## src/hdl/sha256_pkg.sv

```systemverilog
// Types, constants and round functions of the SHA-256 stream hasher.
package sha256_pkg;

  typedef enum logic [2:0] {
    ST_IDLE,
    ST_ROUND,
    ST_UPDATE,
    ST_PAD,
    ST_DONE
  } state_t;

  localparam logic [7:0] PAD_BYTE   = 8'h80;
  localparam logic [5:0] LEN_OFFSET = 6'd56;
  localparam logic [5:0] LAST_BYTE  = 6'd63;
  localparam logic [5:0] LAST_ROUND = 6'd63;
  localparam logic [2:0] LAST_WORD  = 3'd7;

  localparam logic [31:0] INIT_HASH [0:7] = '{
    32'h6a09e667, 32'hbb67ae85, 32'h3c6ef372, 32'ha54ff53a,
    32'h510e527f, 32'h9b05688c, 32'h1f83d9ab, 32'h5be0cd19
  };

  localparam logic [31:0] ROUND_K [0:63] = '{
    32'h428a2f98, 32'h71374491, 32'hb5c0fbcf, 32'he9b5dba5,
    32'h3956c25b, 32'h59f111f1, 32'h923f82a4, 32'hab1c5ed5,
    32'hd807aa98, 32'h12835b01, 32'h243185be, 32'h550c7dc3,
    32'h72be5d74, 32'h80deb1fe, 32'h9bdc06a7, 32'hc19bf174,
    32'he49b69c1, 32'hefbe4786, 32'h0fc19dc6, 32'h240ca1cc,
    32'h2de92c6f, 32'h4a7484aa, 32'h5cb0a9dc, 32'h76f988da,
    32'h983e5152, 32'ha831c66d, 32'hb00327c8, 32'hbf597fc7,
    32'hc6e00bf3, 32'hd5a79147, 32'h06ca6351, 32'h14292967,
    32'h27b70a85, 32'h2e1b2138, 32'h4d2c6dfc, 32'h53380d13,
    32'h650a7354, 32'h766a0abb, 32'h81c2c92e, 32'h92722c85,
    32'ha2bfe8a1, 32'ha81a664b, 32'hc24b8b70, 32'hc76c51a3,
    32'hd192e819, 32'hd6990624, 32'hf40e3585, 32'h106aa070,
    32'h19a4c116, 32'h1e376c08, 32'h2748774c, 32'h34b0bcb5,
    32'h391c0cb3, 32'h4ed8aa4a, 32'h5b9cca4f, 32'h682e6ff3,
    32'h748f82ee, 32'h78a5636f, 32'h84c87814, 32'h8cc70208,
    32'h90befffa, 32'ha4506ceb, 32'hbef9a3f7, 32'hc67178f2
  };

  function automatic logic [31:0] big_sig0(input logic [31:0] x);
    big_sig0 = {x[1:0], x[31:2]} ^ {x[12:0], x[31:13]} ^ {x[21:0], x[31:22]};
  endfunction

  function automatic logic [31:0] big_sig1(input logic [31:0] x);
    big_sig1 = {x[5:0], x[31:6]} ^ {x[10:0], x[31:11]} ^ {x[24:0], x[31:25]};
  endfunction

  function automatic logic [31:0] small_sig0(input logic [31:0] x);
    small_sig0 = {x[6:0], x[31:7]} ^ {x[17:0], x[31:18]} ^ {3'b000, x[31:3]};
  endfunction

  function automatic logic [31:0] small_sig1(input logic [31:0] x);
    small_sig1 = {x[16:0], x[31:17]} ^ {x[18:0], x[31:19]} ^ {10'd0, x[31:10]};
  endfunction

endpackage

```

## src/hdl/sha256_stream_hasher.sv

```systemverilog
// SHA-256 stream hasher: byte collection, padding, shared round unit, digest output.
//
//   channel | direction | payload                                       | handshake
//   in_     | input     | in_data_byte, in_has_byte, in_last            | in_valid / in_stall
//   out_    | output    | out_digest_word, out_word_index, out_last_word | out_valid / out_stall
//
// Bytes are taken one per cycle while in_stall is low; the 64th byte of a block starts the
// rounds of the one shared round unit, then the chaining add, with in_stall high throughout.
// On last the sequencer pushes padding one byte per cycle, pausing for the rounds when a
// block fills (9 to 72 bytes, one or two blocks), then copies the digest to the output
// register and resets the chaining state. The digest drains one word per transfer while the
// next message is taken; a second digest waits for the output register to empty. Reset
// (rst_n low, synchronous) reloads the initial chaining value and clears counters and out_valid.
module sha256_stream_hasher (
  input  logic        clk,
  input  logic        rst_n,
  input  logic        in_valid,
  output logic        in_stall,
  input  logic [7:0]  in_data_byte,
  input  logic        in_has_byte,
  input  logic        in_last,
  output logic        out_valid,
  input  logic        out_stall,
  output logic [31:0] out_digest_word,
  output logic [2:0]  out_word_index,
  output logic        out_last_word
);

  sha256_pkg::state_t state_r, state_nxt;

  logic [5:0]  fill_r;
  logic [63:0] bits_r;
  logic [23:0] word_r;
  logic [31:0] w_r [0:15];
  logic [31:0] v_r [0:7];
  logic [31:0] h_r [0:7];
  logic [31:0] dig_r [0:7];
  logic [5:0]  rnd_r;
  logic        fin_r;
  logic        sent80_r;
  logic        ovf_r;
  logic        lastblk_r;
  logic [2:0]  out_idx_r;
  logic        out_busy_r;

  logic        in_xfer;
  logic        push;
  logic        wrap;
  logic        out_xfer;
  logic        done_go;
  logic [7:0]  pad_byte;
  logic [7:0]  push_byte;

  logic [31:0] t1;
  logic [31:0] t2;
  logic [31:0] ch;
  logic [31:0] maj;
  logic [31:0] w_new;

  always_comb begin
    state_nxt = state_r;
    unique case (state_r)
      sha256_pkg::ST_IDLE: begin
        if (in_xfer) begin
          if (wrap) begin
            state_nxt = sha256_pkg::ST_ROUND;
          end else if (in_last) begin
            state_nxt = sha256_pkg::ST_PAD;
          end
        end
      end
      sha256_pkg::ST_ROUND: begin
        if (rnd_r == sha256_pkg::LAST_ROUND) begin
          state_nxt = sha256_pkg::ST_UPDATE;
        end
      end
      sha256_pkg::ST_UPDATE: begin
        if (lastblk_r) begin
          state_nxt = sha256_pkg::ST_DONE;
        end else if (fin_r) begin
          state_nxt = sha256_pkg::ST_PAD;
        end else begin
          state_nxt = sha256_pkg::ST_IDLE;
        end
      end
      sha256_pkg::ST_PAD: begin
        if (wrap) begin
          state_nxt = sha256_pkg::ST_ROUND;
        end
      end
      sha256_pkg::ST_DONE: begin
        if (!out_busy_r) begin
          state_nxt = sha256_pkg::ST_IDLE;
        end
      end
      default: state_nxt = sha256_pkg::ST_IDLE;
    endcase
  end

  always_comb begin
    in_stall = (state_r != sha256_pkg::ST_IDLE);
    in_xfer  = in_valid && !in_stall;
    push     = (in_xfer && in_has_byte) || (state_r == sha256_pkg::ST_PAD);
    wrap     = push && (fill_r == sha256_pkg::LAST_BYTE);
    done_go  = (state_r == sha256_pkg::ST_DONE) && !out_busy_r;
    out_xfer = out_busy_r && !out_stall;
  end

  always_comb begin
    if (!sent80_r) begin
      pad_byte = sha256_pkg::PAD_BYTE;
    end else if (ovf_r || (fill_r < sha256_pkg::LEN_OFFSET)) begin
      pad_byte = 8'h00;
    end else begin
      pad_byte = bits_r[8 * (3'd7 - fill_r[2:0]) +: 8];
    end
    push_byte = (state_r == sha256_pkg::ST_PAD) ? pad_byte : in_data_byte;
  end

  always_comb begin
    ch    = (v_r[4] & v_r[5]) ^ (~v_r[4] & v_r[6]);
    maj   = (v_r[0] & v_r[1]) ^ (v_r[0] & v_r[2]) ^ (v_r[1] & v_r[2]);
    t1    = v_r[7] + sha256_pkg::big_sig1(v_r[4]) + ch + sha256_pkg::ROUND_K[rnd_r] + w_r[0];
    t2    = sha256_pkg::big_sig0(v_r[0]) + maj;
    w_new = sha256_pkg::small_sig1(w_r[14]) + w_r[9] + sha256_pkg::small_sig0(w_r[1]) + w_r[0];
  end

  always_ff @(posedge clk) begin
    if (!rst_n) begin
      state_r    <= sha256_pkg::ST_IDLE;
      fill_r     <= '0;
      bits_r     <= '0;
      rnd_r      <= '0;
      fin_r      <= 1'b0;
      sent80_r   <= 1'b0;
      ovf_r      <= 1'b0;
      lastblk_r  <= 1'b0;
      out_idx_r  <= '0;
      out_busy_r <= 1'b0;
      for (int i = 0; i < 8; i++) begin
        h_r[i] <= sha256_pkg::INIT_HASH[i];
      end
    end else begin
      state_r <= state_nxt;

      if (in_xfer && in_has_byte) begin
        bits_r <= bits_r + 64'd8;
      end
      if (in_xfer && in_last) begin
        fin_r <= 1'b1;
      end

      if (push) begin
        fill_r <= fill_r + 6'd1;
      end
      if (state_r == sha256_pkg::ST_PAD) begin
        sent80_r <= 1'b1;
        if (!sent80_r && (fill_r >= sha256_pkg::LEN_OFFSET) && !wrap) begin
          ovf_r <= 1'b1;
        end
        if (wrap) begin
          ovf_r     <= 1'b0;
          lastblk_r <= sent80_r && !ovf_r;
        end
      end

      if (wrap) begin
        rnd_r <= '0;
      end else if (state_r == sha256_pkg::ST_ROUND) begin
        rnd_r <= rnd_r + 6'd1;
      end

      if (state_r == sha256_pkg::ST_UPDATE) begin
        for (int i = 0; i < 8; i++) begin
          h_r[i] <= h_r[i] + v_r[i];
        end
      end

      if (done_go) begin
        fin_r      <= 1'b0;
        sent80_r   <= 1'b0;
        lastblk_r  <= 1'b0;
        bits_r     <= '0;
        out_busy_r <= 1'b1;
        out_idx_r  <= '0;
        for (int i = 0; i < 8; i++) begin
          h_r[i] <= sha256_pkg::INIT_HASH[i];
        end
      end else if (out_xfer) begin
        out_idx_r <= out_idx_r + 3'd1;
        if (out_idx_r == sha256_pkg::LAST_WORD) begin
          out_busy_r <= 1'b0;
        end
      end
    end
  end

  always_ff @(posedge clk) begin
    if (push) begin
      word_r <= {word_r[15:0], push_byte};
    end
    if (push && (fill_r[1:0] == 2'd3)) begin
      for (int i = 0; i < 15; i++) begin
        w_r[i] <= w_r[i + 1];
      end
      w_r[15] <= {word_r, push_byte};
    end else if (state_r == sha256_pkg::ST_ROUND) begin
      for (int i = 0; i < 15; i++) begin
        w_r[i] <= w_r[i + 1];
      end
      w_r[15] <= w_new;
    end

    if (wrap) begin
      for (int i = 0; i < 8; i++) begin
        v_r[i] <= h_r[i];
      end
    end else if (state_r == sha256_pkg::ST_ROUND) begin
      v_r[7] <= v_r[6];
      v_r[6] <= v_r[5];
      v_r[5] <= v_r[4];
      v_r[4] <= v_r[3] + t1;
      v_r[3] <= v_r[2];
      v_r[2] <= v_r[1];
      v_r[1] <= v_r[0];
      v_r[0] <= t1 + t2;
    end

    if (done_go) begin
      for (int i = 0; i < 8; i++) begin
        dig_r[i] <= h_r[i];
      end
    end else if (out_xfer) begin
      for (int i = 0; i < 7; i++) begin
        dig_r[i] <= dig_r[i + 1];
      end
    end
  end

  assign out_valid       = out_busy_r;
  assign out_digest_word = dig_r[0];
  assign out_word_index  = out_idx_r;
  assign out_last_word   = (out_idx_r == sha256_pkg::LAST_WORD);

endmodule

```

## config.mk

```make
export PLATFORM = sky130hd
export DESIGN_NAME = sha256_stream_hasher
export DESIGN_NICKNAME = d
export VERILOG_FILES = /design/src/hdl/sha256_pkg.sv /design/src/hdl/sha256_stream_hasher.sv
export SDC_FILE = /design/constraint.sdc
export NUM_CORES = 2
export LEC_CHECK = 0
export ABC_AREA = 1
export BUFFER_PORTS_ARGS = -buffer_cell sky130_fd_sc_hd__buf_2
export CAP_MARGIN = 40
export CORE_UTILIZATION = 31
export DETAILED_ROUTE_END_ITERATION = 12
export RECOVER_POWER = 50
export SLEW_MARGIN = 20
export SYNTH_ARGS = -nofsm -noshare
export SYNTH_HDL_FRONTEND = slang
export SYNTH_SLANG_ARGS = --single-unit
```

## constraint.sdc

```tcl
create_clock -name clk -period 25.6 [get_ports clk]
set_input_delay 5.12 -clock clk [delete_from_list [all_inputs] [get_ports clk]]
set_output_delay 5.12 -clock clk [all_outputs]
set_load 0.02 [all_outputs]
```

==> results.toml <==
[outcome]
status = "finished, violations left"
violations = "DRC, capacitance limit, slew limit"

[sta]
rsz0062_at_grt = "no"
period_minus_slack_ns = 15.83
skew_ns = 0.05907
hold_viol_final = 0
worstMarginPinSlew_ns = 8.167
setup_violations = 0
tns_ns = 0
slew_headroom_pct = -444.5
slew_violations = 1350
fin_crit_sh_pct = 61.84
max_freq_ghz = 0.06317

[global_routing]
grt_pass1_wl_um = 426900
grt_use_total_pct = 21.35
met3_usage_pct = 3.021
grt_pass1_vias = 62970
grt_max_degree = 129
use_met1_pct = 30.56
antenna_found_initial = 13
met2_usage_pct = 32.33
top_usage_layer = "met2"
grt.overflow.total = 0

[cts]
cts.reportedPaths.clkPinSlew_ns = 0.06
root_buffer = "clkbuf_16"
clkLatencyLatePin_ns = 0.85
h-tree-depth = 4
cts_buffers = 163
tritoncts = "yes"
ctsLongestPathBuffers = 4
cts_resized = 0
post-cts-setup-buffers = 0
clock_sinks = 1388
cts-hold-fix-buffers = 0

[layout]
final_nets = 9961
area_growth_pct = 11.35
drive_above_1_share_pct = 4.083

[die]
initial_utilization_pct = 31.22
die_area_sq_mm = 0.2693
rows = 189
io_pins = 52
fp.dieH_um = 518.9
die_w_um = 518.9
coreArea_sq_mm = 0.2653

[logic_synthesis]
netlist_top_cells_area = "edfxtp_1, nand2_1, ha_1, dfxtp_1, inv_1"
synth_area_sq_mm = 0.08283
synth-seq-cells = 1388
synth_cell_types = 67
synth_area_per_cell_sq_um = 8.855
yosys_most_used_dff = "edfxtp_1"
synth_cells = 9354
synth_warnings = 0
synthArstFlopShare_pct = 0
ys_seq_area_share_pct = 47.76
synth_top_area_share_pct = 42.63
synth_edf_count = 1176
yosysTopAreaCell = "edfxtp_1"
syn_nets = 9957

[critical_path]
cp_cell_sequence = "buf_2 -> nor2_1 -> clkinvlp_2 -> nand2_1 -> clkbuf_1 -> buf_4 -> buf_16"
crit_path_top_delay_cell = "clkbuf_1"
criticalPathCategory = "in -> reg"
crit_fanout = 128
cp-end-kind = "register"
slowest_delay_ns = 5.62
worstSetupStartpointType = "input pin"
cp.required_ns = 26.07
path_delay_family = "buffers and inverters"
cp.buffers_inverters = 5
arrival_ns = 16.30

[hold_path]
holdCritPathClass = "reg -> reg"

[drt]
drtPass1Iterations = 12
avgRoutedWirePerCell_um = 22.70
drc_errors = 6
routed_wl_um = 295400
vias = 66880
drt_iter0_markers = 7663
vias_per_cell = 5.140
ant_nets = 0

[placed_design]
dpl.hpwl_um = 225900
port_buffers = 51
globalplace.congestion = 1.004

[run]
drv_cap = 29
cell usage after synthesis (16+ instances only):
cell type and instances:
nand3b_1 20, or2_2 47, o21ai_0 737, nand2_1 2407, ha_1 394, a21o_1 68, buf_1 22, o21bai_1 56
a31oi_1 64, nand4_1 74, o21a_1 31, a21oi_1 681, nor4_1 27, o2111ai_1 16, dfxtp_1 212, nor3_1 119
a221oi_1 19, edfxtp_1 1176, xnor2_1 179, clkbuf_1 245, nand3_1 373, xor2_1 223, inv_1 1121, nor2_1 604
a21boi_0 29, o211ai_1 37, buf_4 32, fa_1 195, o221ai_1 22
layout by cell type, fill, tap and decap left out, types with 12 or more instances in the layout:
cell / synthesis / final
a211oi_1: 12 / 12
a21boi_0: 29 / 29
a21o_1: 68 / 68
a21oi_1: 681 / 681
a221oi_1: 19 / 19
a31oi_1: 64 / 64
buf_2: 9 / 12
buf_4: 32 / 48
bufinv_16: 0 / 18
clkbuf_1: 245 / 104
clkbuf_16: 0 / 164
clkinv_1: 5 / 25
clkinv_2: 0 / 20
dfxtp_1: 212 / 211
edfxtp_1: 1176 / 1176
fa_1: 195 / 195
ha_1: 394 / 394
inv_1: 1121 / 1117
inv_6: 0 / 14
nand2_1: 2407 / 2406
nand3_1: 373 / 374
nand3b_1: 20 / 20
nand4_1: 74 / 74
nor2_1: 604 / 604
nor3_1: 119 / 121
nor4_1: 27 / 26
o2111ai_1: 16 / 16
o211ai_1: 37 / 37
o21a_1: 31 / 31
o21ai_0: 737 / 737
o21bai_1: 56 / 56
o221ai_1: 22 / 22
or2_2: 47 / 47
xnor2_1: 179 / 179
xor2_1: 223 / 223
logic make-up (layout without fill, tap and decap cells):
logic type      after synthesis  count (layout)  share of synthesized area, %
simple gates               3703            3703                         18.27
compound gates             1831            1831                         12.35
buf+inv                    1439            1563                         6.683
flops                      1388            1388                         47.76
fa+ha+maj                   591             591                         10.69
xor+xnor                    402             402                         4.251
other cells                   0               1                             0
per-layer routing:
metal	vias to the layer above	routed length [um]	share of wire [%]
li1	31490	-	-
met1	32100	132600	45
met2	2733	126400	43
met3	556	23130	7.8
met4	6	13240	4.5
met5	-	35	0.012
worst reg2reg max path, delay by kind of cell, from the launching register on:
kind | cells | cell delay (ns)
DFF | 1 | 0.46
buffers and inverters | 5 | 8.33
and+or+nand+nor | 2 | 2.85
sequential cells by signal, indices dropped and copies added (netlist names), 6 cells and up:
| register | count |
|---|---|
| w_r | 512 |
| dig_r | 256 |
| h_r | 256 |
| v_r | 256 |
| bits_r | 61 |
| word_r | 24 |
| fill_r | 6 |
| rnd_r | 6 |
area by class of cell:
| class | instances | area, sq um |
|---|---|---|
| Antenna cell | 1 | 2.502 |
| Clock buffer | 197 | 4278 |
| Clock inverter | 88 | 974.7 |
| Fill cell | 27470 | 173100 |
| Inverter | 1129 | 4247 |
| Multi-Input combinational cell | 6527 | 37710 |
| Sequential cell | 1388 | 39560 |
| Tap cell | 3533 | 4420 |
| Timing Repair Buffer | 149 | 1033 |
stage by stage:
| stage | cells | hold slack [ns] | cell area (sq um) | utilization, % | worst slack [ns] |
|---|---|---|---|---|---|
| CTS | 13010 | 0.3921 | 92560 | 34.88 | 16.36 |
| detailed placement | 12720 | 0.4045 | 87300 | 32.90 | 15.73 |
| floorplan | 9354 | 0.4003 | 82830 | - | 7.100 |
| finish | 13010 | 0.4012 | 92230 | 34.76 | 9.770 |
| global route | 13010 | 0.3981 | 92230 | 34.76 | 8.903 |
| global placement | 12700 | 0.4004 | 86880 | 32.75 | 15.36 |
path summary, 6_finish.rpt:
path | start | to | cells after the start | slack [ns]
setup / recovery | out_stall | dig_r[0][4] | 7 | 9.77
hold / removal | w_r[1][100] | w_r[1][68] | 0 | 0.40
setup reg to reg | out_valid | dig_r[0][4] | 7 | 13.57
hold reg to reg | w_r[1][100] | w_r[1][68] | 0 | 0.40
Power is not shown: default switching activity piles up to over one toggle a cycle in this logic, so the estimate is an artifact.
